--- config.mk ---
export PLATFORM = sky130hd
export DESIGN_NAME = event_frame_deframer_top
export DESIGN_NICKNAME = d
export VERILOG_FILES = /design/src/rtl/efd_pkg.sv /design/src/rtl/efd_cfg_regs.sv /design/src/rtl/efd_decode.sv /design/src/rtl/efd_out_reg.sv /design/src/rtl/event_frame_deframer_top.sv
export SDC_FILE = /design/constraint.sdc
export NUM_CORES = 1
export LEC_CHECK = 0
export BUFFER_PORTS_ARGS = -buffer_cell sky130_fd_sc_hd__buf_2
export CORE_AREA = 2 2 180 182
export CTS_BUF_LIST = sky130_fd_sc_hd__clkbuf_8
export CTS_CLUSTER_DIAMETER = 100
export DETAILED_ROUTE_END_ITERATION = 10
export DIE_AREA = 0 0 182 184
export PLACE_DENSITY_LB_ADDON = 0.05
export SETUP_SLACK_MARGIN = 0.5
export SYNTH_ARGS = -nofsm -noshare
export SYNTH_HDL_FRONTEND = slang
export SYNTH_HIERARCHICAL = 1
export SYNTH_SLANG_ARGS = --single-unit
--- constraint.sdc ---
create_clock -name clk -period 8 [get_ports clk]
set_input_delay 1.6 -clock clk [delete_from_list [all_inputs] [get_ports clk]]
set_output_delay 1.6 -clock clk [all_outputs]
set_load 0.01 [all_outputs]
--- src/rtl/efd_pkg.sv ---
package efd_pkg;

  // result status codes
  localparam logic [1:0] ST_OK    = 2'd0;
  localparam logic [1:0] ST_TRUNC = 2'd1;
  localparam logic [1:0] ST_LONG  = 2'd2;

  // register indexes on the apb port
  localparam logic REG_RANGE_TYPE  = 1'b0;
  localparam logic REG_MAX_PAYLOAD = 1'b1;

  localparam int AddrWidth = 3;

  typedef struct packed {
    logic [1:0]  status;
    logic [31:0] timestamp;
    logic [7:0]  event_type;
    logic [15:0] range_value;
    logic [7:0]  range_count;
  } efd_result_t;

endpackage

--- src/rtl/efd_cfg_regs.sv ---
module efd_cfg_regs (
  input  logic                          clk,
  input  logic                          rst,
  input  logic                          psel,
  input  logic                          penable,
  input  logic                          pwrite,
  input  logic [efd_pkg::AddrWidth-1:0] paddr,
  input  logic [31:0]                   pwdata,
  output logic [31:0]                   prdata,
  output logic [7:0]                    range_type,
  output logic [7:0]                    max_payload
);

  logic wr_en;
  logic reg_sel;

  assign wr_en   = psel && penable && pwrite;
  assign reg_sel = paddr[2];

  always_ff @(posedge clk) begin
    if (rst) begin
      range_type  <= 8'd1;
      max_payload <= 8'd12;
    end else if (wr_en) begin
      case (reg_sel)
        efd_pkg::REG_RANGE_TYPE:  range_type  <= pwdata[7:0];
        efd_pkg::REG_MAX_PAYLOAD: max_payload <= pwdata[7:0];
        default: ;
      endcase
    end
  end

  always_comb begin
    case (reg_sel)
      efd_pkg::REG_RANGE_TYPE:  prdata = {24'd0, range_type};
      efd_pkg::REG_MAX_PAYLOAD: prdata = {24'd0, max_payload};
      default:                  prdata = 32'd0;
    endcase
  end

endmodule

--- src/rtl/efd_decode.sv ---
module efd_decode (
  input  logic                 clk,
  input  logic                 rst,
  input  logic                 step,
  input  logic [7:0]           data_byte,
  input  logic [7:0]           range_type,
  input  logic [7:0]           max_payload,
  output logic                 emit,
  output efd_pkg::efd_result_t result
);

  localparam logic [1:0] PH_HUNT = 2'd0;
  localparam logic [1:0] PH_LEN  = 2'd1;
  localparam logic [1:0] PH_DATA = 2'd2;

  localparam logic [7:0] SYNC_BYTE     = 8'h45;
  localparam logic [7:0] TYPE_POS      = 8'd4;
  localparam logic [7:0] RANGE_LO_POS  = 8'd5;
  localparam logic [7:0] RANGE_HI_POS  = 8'd6;
  localparam logic [7:0] COUNT_POS     = 8'd7;
  localparam logic [7:0] MIN_PLAIN_LEN = 8'd5;
  localparam logic [7:0] MIN_RANGE_LEN = 8'd8;

  logic [1:0]  phase, phase_next;
  logic [7:0]  frame_length, frame_length_next;
  logic [7:0]  byte_position, byte_position_next;
  logic [31:0] stamp_acc, stamp_acc_next;
  logic [7:0]  type_reg, type_reg_next;
  logic [15:0] range_acc, range_acc_next;
  logic [7:0]  count_reg, count_reg_next;
  logic        is_range;

  always_comb begin
    phase_next         = phase;
    frame_length_next  = frame_length;
    byte_position_next = byte_position;
    stamp_acc_next     = stamp_acc;
    type_reg_next      = type_reg;
    range_acc_next     = range_acc;
    count_reg_next     = count_reg;
    emit               = 1'b0;
    result             = '0;
    is_range           = 1'b0;

    case (phase)
      PH_LEN: begin
        if (data_byte > max_payload) begin
          phase_next    = PH_HUNT;
          emit          = 1'b1;
          result.status = efd_pkg::ST_LONG;
        end else if (data_byte == 8'd0) begin
          phase_next    = PH_HUNT;
          emit          = 1'b1;
          result.status = efd_pkg::ST_TRUNC;
        end else begin
          frame_length_next  = data_byte;
          byte_position_next = 8'd0;
          stamp_acc_next     = 32'd0;
          type_reg_next      = 8'd0;
          range_acc_next     = 16'd0;
          count_reg_next     = 8'd0;
          phase_next         = PH_DATA;
        end
      end

      PH_DATA: begin
        // field capture by byte position
        if (byte_position < TYPE_POS) begin
          stamp_acc_next[{byte_position[1:0], 3'b000} +: 8] = data_byte;
        end else if (byte_position == TYPE_POS) begin
          type_reg_next = data_byte;
        end else if (type_reg == range_type) begin
          if (byte_position == RANGE_LO_POS) begin
            range_acc_next[7:0] = data_byte;
          end else if (byte_position == RANGE_HI_POS) begin
            range_acc_next[15:8] = data_byte;
          end else if (byte_position == COUNT_POS) begin
            count_reg_next = data_byte;
          end
        end
        byte_position_next = byte_position + 8'd1;

        // end of frame
        is_range = (type_reg_next == range_type);
        if (byte_position_next == frame_length) begin
          phase_next = PH_HUNT;
          emit       = 1'b1;
          if (frame_length < MIN_PLAIN_LEN || (is_range && frame_length < MIN_RANGE_LEN)) begin
            result.status = efd_pkg::ST_TRUNC;
          end else begin
            result.status     = efd_pkg::ST_OK;
            result.timestamp  = stamp_acc_next;
            result.event_type = type_reg_next;
            if (is_range) begin
              result.range_value = range_acc_next;
              result.range_count = count_reg_next;
            end
          end
        end
      end

      default: begin
        phase_next = (data_byte == SYNC_BYTE) ? PH_LEN : PH_HUNT;
      end
    endcase
  end

  always_ff @(posedge clk) begin
    if (rst) begin
      phase <= PH_HUNT;
    end else if (step) begin
      phase <= phase_next;
    end
  end

  always_ff @(posedge clk) begin
    if (step) begin
      frame_length  <= frame_length_next;
      byte_position <= byte_position_next;
      stamp_acc     <= stamp_acc_next;
      type_reg      <= type_reg_next;
      range_acc     <= range_acc_next;
      count_reg     <= count_reg_next;
    end
  end

endmodule

--- src/rtl/efd_out_reg.sv ---
module efd_out_reg (
  input  logic                 clk,
  input  logic                 rst,
  input  logic                 load,
  input  efd_pkg::efd_result_t load_data,
  input  logic                 out_ready,
  output logic                 out_valid,
  output efd_pkg::efd_result_t out_data
);

  always_ff @(posedge clk) begin
    if (rst) begin
      out_valid <= 1'b0;
    end else if (load) begin
      out_valid <= 1'b1;
    end else if (out_ready) begin
      out_valid <= 1'b0;
    end
  end

  always_ff @(posedge clk) begin
    if (load) begin
      out_data <= load_data;
    end
  end

endmodule

--- src/rtl/event_frame_deframer_top.sv ---
// event frame deframer: takes one received byte per item, hunts for the sync
// byte 0x45 ('E'), then reads a length byte and that many payload bytes,
// decoding a little-endian 32-bit timestamp, an event type and, when the
// type equals range_type, a 16-bit range and an 8-bit count. one result item
// comes out per frame: status ok, truncated (also for a zero length) or too
// long (length above max_payload, reported right after the length byte).
// throughput is one byte per clock while results can leave: a byte sits in the
// input register while the decoder updates the frame state, and a result it
// makes is loaded into the output register as the byte that ends its frame
// leaves the input register, unless a stall holds it. input ready drops only
// when the held byte would produce a result while the output register is
// still full and not being taken. registers: range_type at 0x0 (reset 1),
// max_payload at 0x4 (reset 12); write them only while the block is idle.
module event_frame_deframer_top (
  input  logic                          clk,
  input  logic                          rst,

  // byte input
  input  logic                          in_valid,
  output logic                          in_ready,
  input  logic [7:0]                    in_byte,

  // result output
  output logic                          out_valid,
  input  logic                          out_ready,
  output logic [1:0]                    status,
  output logic [31:0]                   timestamp,
  output logic [7:0]                    event_type,
  output logic [15:0]                   range_value,
  output logic [7:0]                    range_count,

  // apb config port
  input  logic                          psel,
  input  logic                          penable,
  input  logic                          pwrite,
  input  logic [efd_pkg::AddrWidth-1:0] paddr,
  input  logic [31:0]                   pwdata,
  output logic [31:0]                   prdata,
  output logic                          pready
);

  logic                 hold_valid;
  logic [7:0]           hold_byte;
  logic                 advance;
  logic                 emit;
  logic [7:0]           range_type;
  logic [7:0]           max_payload;
  efd_pkg::efd_result_t result;
  efd_pkg::efd_result_t out_data;

  assign pready = 1'b1;

  efd_cfg_regs u_cfg (
    .clk         (clk),
    .rst         (rst),
    .psel        (psel),
    .penable     (penable),
    .pwrite      (pwrite),
    .paddr       (paddr),
    .pwdata      (pwdata),
    .prdata      (prdata),
    .range_type  (range_type),
    .max_payload (max_payload)
  );

  // held byte moves on unless it makes a result that has nowhere to go
  assign advance  = hold_valid && (!emit || !out_valid || out_ready);
  assign in_ready = !hold_valid || advance;

  // input register
  always_ff @(posedge clk) begin
    if (rst) begin
      hold_valid <= 1'b0;
    end else if (in_valid && in_ready) begin
      hold_valid <= 1'b1;
    end else if (advance) begin
      hold_valid <= 1'b0;
    end
  end

  always_ff @(posedge clk) begin
    if (in_valid && in_ready) begin
      hold_byte <= in_byte;
    end
  end

  // frame state and field decode
  efd_decode u_decode (
    .clk         (clk),
    .rst         (rst),
    .step        (advance),
    .data_byte   (hold_byte),
    .range_type  (range_type),
    .max_payload (max_payload),
    .emit        (emit),
    .result      (result)
  );

  // result register
  efd_out_reg u_out (
    .clk       (clk),
    .rst       (rst),
    .load      (advance && emit),
    .load_data (result),
    .out_ready (out_ready),
    .out_valid (out_valid),
    .out_data  (out_data)
  );

  assign status      = out_data.status;
  assign timestamp   = out_data.timestamp;
  assign event_type  = out_data.event_type;
  assign range_value = out_data.range_value;
  assign range_count = out_data.range_count;

endmodule

==> results.json <==
{
  "status": "complete, no violations",
  "grt_overflow": 0,
  "final_antenna_net_count": 0,
  "hold_path_class": "flip-flop to flip-flop",
  "dieArea_sq_mm": 0.0335,
  "regMostFlops": "u_out/out_data",
  "cp-end-kind": "output port",
  "final_nets": 879,
  "finalCritPeriodShare_pct": 60.6,
  "finalWirelength_microns": 21200,
  "final_common_cell": "edfxtp_1",
  "antenna_found_initial": 0,
  "wl_per_cell_microns": 17.2,
  "firstDrtPassIters": 4,
  "vias": 5557,
  "leakage_uw": 0.00350,
  "power_switching_uw": 405,
  "synth_cell_types": 57,
  "cp.depth": 10,
  "finalCriticalPeriod_ps": 4850,
  "netlist.area_leader.share_pct": 54.7,
  "synth-async-reset-ratio_pct": 0,
  "worstPathCellList": "inv_1 > ha_1 > xnor2_1 > nand3_1 > a2111oi_2 > o2111a_2 > nand2_1 > a21oi_1 > nand4b_4 > buf_2",
  "critPathLaunchType": "flip-flop",
  "drive_gt1_share_pct": 19.9,
  "rr_worst_depth": 11,
  "cp.arrival_ps": 3250,
  "areaGrowthSynthToFinish_pct": 13.7,
  "min_path_cells": 2,
  "drt_iter0_drc": 305,
  "ir_worst_vdd_mv": 0.0885,
  "gp_congestion": 0.747,
  "crit_slowest_cell": "edfxtp_1",
  "fillers": 3303,
  "cts_hold_buffers": 0,
  "path_delay_family": "compound AO/OA/AOI/OAI gates",
  "io_buffers": 99,
  "finalMaxSlewViolations": 0,
  "antennaDiodeCount": 0,
  "dp_cells": 1198,
  "dp_hpwl_microns": 14100,
  "pre_cts_ws_ps": 3280,
  "fin_ws_ps": 3150,
  "cts.clk_slew.worst_paths_ps": 90,
  "layout.cells.non_filler": 1230,
  "drc": 0,
  "r2r-start": "hold_byte[1]$_DFFE_PP_",
  "track_usage_pct": 12.9,
  "area.sequential_sq_mm": 0.00502,
  "ys.warnings.count": 6,
  "required_ps": 6400,
  "finalHoldViolations": 0,
  "worstPathMaxFanout": 10,
  "fin_worst_skew_ps": 20.3,
  "syn_avg_cell_area_sq_um": 11.4,
  "relSlewSlack_pct": 25.6,
  "initial_core_util_pct": 26.9,
  "reg.largest.list": "u_out/out_data: 66 flops, u_decode/stamp_acc: 32 flops, u_decode/range_acc: 16 flops",
  "vias_per_cell": 4.52,
  "die-width_microns": 182,
  "cpPeakStageDelay_ps": 610,
  "clk_latency_ps": 460,
  "ys_top_cells_by_area": "edfxtp_1 55%, mux2i_1 5.3%, nor2_1 4.9%",
  "tightest_slew_ps": 1110,
  "power.density_mw_per_mm2": 180,
  "grt_pass1_vias": 5758,
  "die_y_microns": 184,
  "largest_reg_flops": 66,
  "setup_viol": 0,
  "pin_count": 151,
  "critPathKind": "flip-flop to output port",
  "p_int_uw": 1320,
  "clkPwrFrac_pct": 38.6,
  "grt_max_degree": 72,
  "cts_buffers": 17,
  "cts_resized": 0,
  "clock.fmax_ghz": 0.206,
  "row_count": 65,
  "synth_ff_type": "edfxtp_1",
  "cts-root-buf": "clkbuf_8",
  "synth-seq-cells": 174,
  "final_cell_mix": "154 x edfxtp_1, 109 x nor2_1, 99 x buf_2",
  "synth_top_cell_by_area": "edfxtp_1",
  "ys_seq_area_share_pct": 59.5,
  "drv_cap": 0,
  "reg2reg_to": "u_decode/byte_position[3]$_SDFFCE_PN0P_",
  "cts_setup_buffers": 0,
  "power_frac_comb_pct": 3.8,
  "core-area_sq_mm": 0.0314,
  "clk_path_buf_depth": 2,
  "crit_path_start": "u_decode/byte_position[0]$_SDFFCE_PN0P_",
  "clock_sinks": 174,
  "swShare_pct": 23.5,
  "grt_pass1_wl_microns": 33000,
  "reg2reg_setup_slack_ps": 3420,
  "netlist_instances": 739,
  "synth_edf_count": 154,
  "worst-path-buf-inv": 2,
  "cp-endpoint": "in_ready",
  "syn_area_sq_mm": 0.00845,
  "p_seq_share_pct": 57.7,
  "rsz0062_at_grt": "false",
  "htreeDepth": 4,
  "fin_tns_setup_ps": 0,
  "cts_tree": "built",
  "multi_input_area_sq_mm": 0.00303
}
[power by group through the flow]
| stage | Sequential (uW) | Clock, uW | Combinational, uW |
|---|---|---|---|
| detailed placement | 1020 | 0 | 65.3 |
| floorplan | 1000 | 0 | 55.0 |
| global placement | 1020 | 0 | 64.4 |
| finish | 994 | 665 | 64.9 |
| CTS | 995 | 691 | 65.6 |
| global route | 996 | 723 | 72.3 |
[final cells by class]
| cell class | count | area share (%) |
|---|---|---|
| Inverter | 21 | 0.834 |
| Timing Repair Buffer | 106 | 5.71 |
| Multi-Input combinational cell | 495 | 31.6 |
| Sequential cell | 174 | 52.3 |
| Clock buffer | 17 | 2.44 |
| Clock inverter | 15 | 1.89 |
| Tap cell | 402 | 5.24 |
[cell families after synthesis]
kind of cell / Yosys count / share of synthesized area [%]
simple gates: 307 / 18.4
flops: 174 / 59.5
buf+inv: 93 / 5.89
compound gates: 74 / 5.26
mux: 53 / 6.40
xor+xnor: 22 / 2.44
fa+ha+maj: 14 / 2.07
other cells: 2 / 0.0889
[per-layer routing]
layer / up-vias / global-route usage (%) / part of all wire, %
met2: 110 / 21.7 / 47
met5: - / 0 / 0
met4: 0 / 3.48 / 1.0
li1: 2717 / - / -
met3: 10 / 2.58 / 4.0
met1: 2720 / 17.0 / 48
[Yosys cell counts (all sizes together) (3+ instances only)]
cell,instances
dfxtp,20
and3,4
nand2b,26
nor3b,3
a21oi,49
nor3,62
and2,6
edfxtp,154
xor2,8
inv,21
nand3,7
or3,5
xnor2,13
nand4,8
nor2,110
o21ai,8
mux2,8
nand2,46
nor2b,17
buf,41
nor4,3
clkbuf,31
mux2i,45
ha,14
[per-stage QoR]
step	total power [uW]	util, %	area (sq um)	hold WS (ps)
6_report	1720	30.6	9600	487
5_1_grt	1790	30.6	9600	514
4_1_cts	1750	30.6	9600	487
3_5_place_dp	1080	29.3	9190	474
3_3_place_gp	1080	29.3	9190	460
2_1_floorplan	1060	-	8530	424
[worst min-delay path, delay by kind of cell (launching register included)]
| family | cells | cell delay (ps) |
|---|---|---|
| AO/OA/AOI/OAI | 1 | 50 |
| flip-flops | 1 | 340 |
| AND/OR/NAND/NOR | 1 | 60 |
[how the worst min path moves through the flow]
stage | end | from | slack [ps]
final | u_decode/phase[1]$_SDFFE_PP0P_ | u_decode/phase[1]$_SDFFE_PP0P_ | 490
after global routing | u_decode/phase[1]$_SDFFE_PP0P_ | u_decode/phase[1]$_SDFFE_PP0P_ | 510
after CTS | u_decode/phase[1]$_SDFFE_PP0P_ | u_decode/phase[1]$_SDFFE_PP0P_ | 490
after detailed placement | u_decode/phase[1]$_SDFFE_PP0P_ | u_decode/phase[1]$_SDFFE_PP0P_ | 470
after global placement | u_decode/phase[1]$_SDFFE_PP0P_ | u_decode/phase[1]$_SDFFE_PP0P_ | 460
after floorplan | u_decode/frame_length[0]$_DFFE_PP_ | hold_byte[0]$_DFFE_PP_ | 420
(Power assumes the default switching activity.)
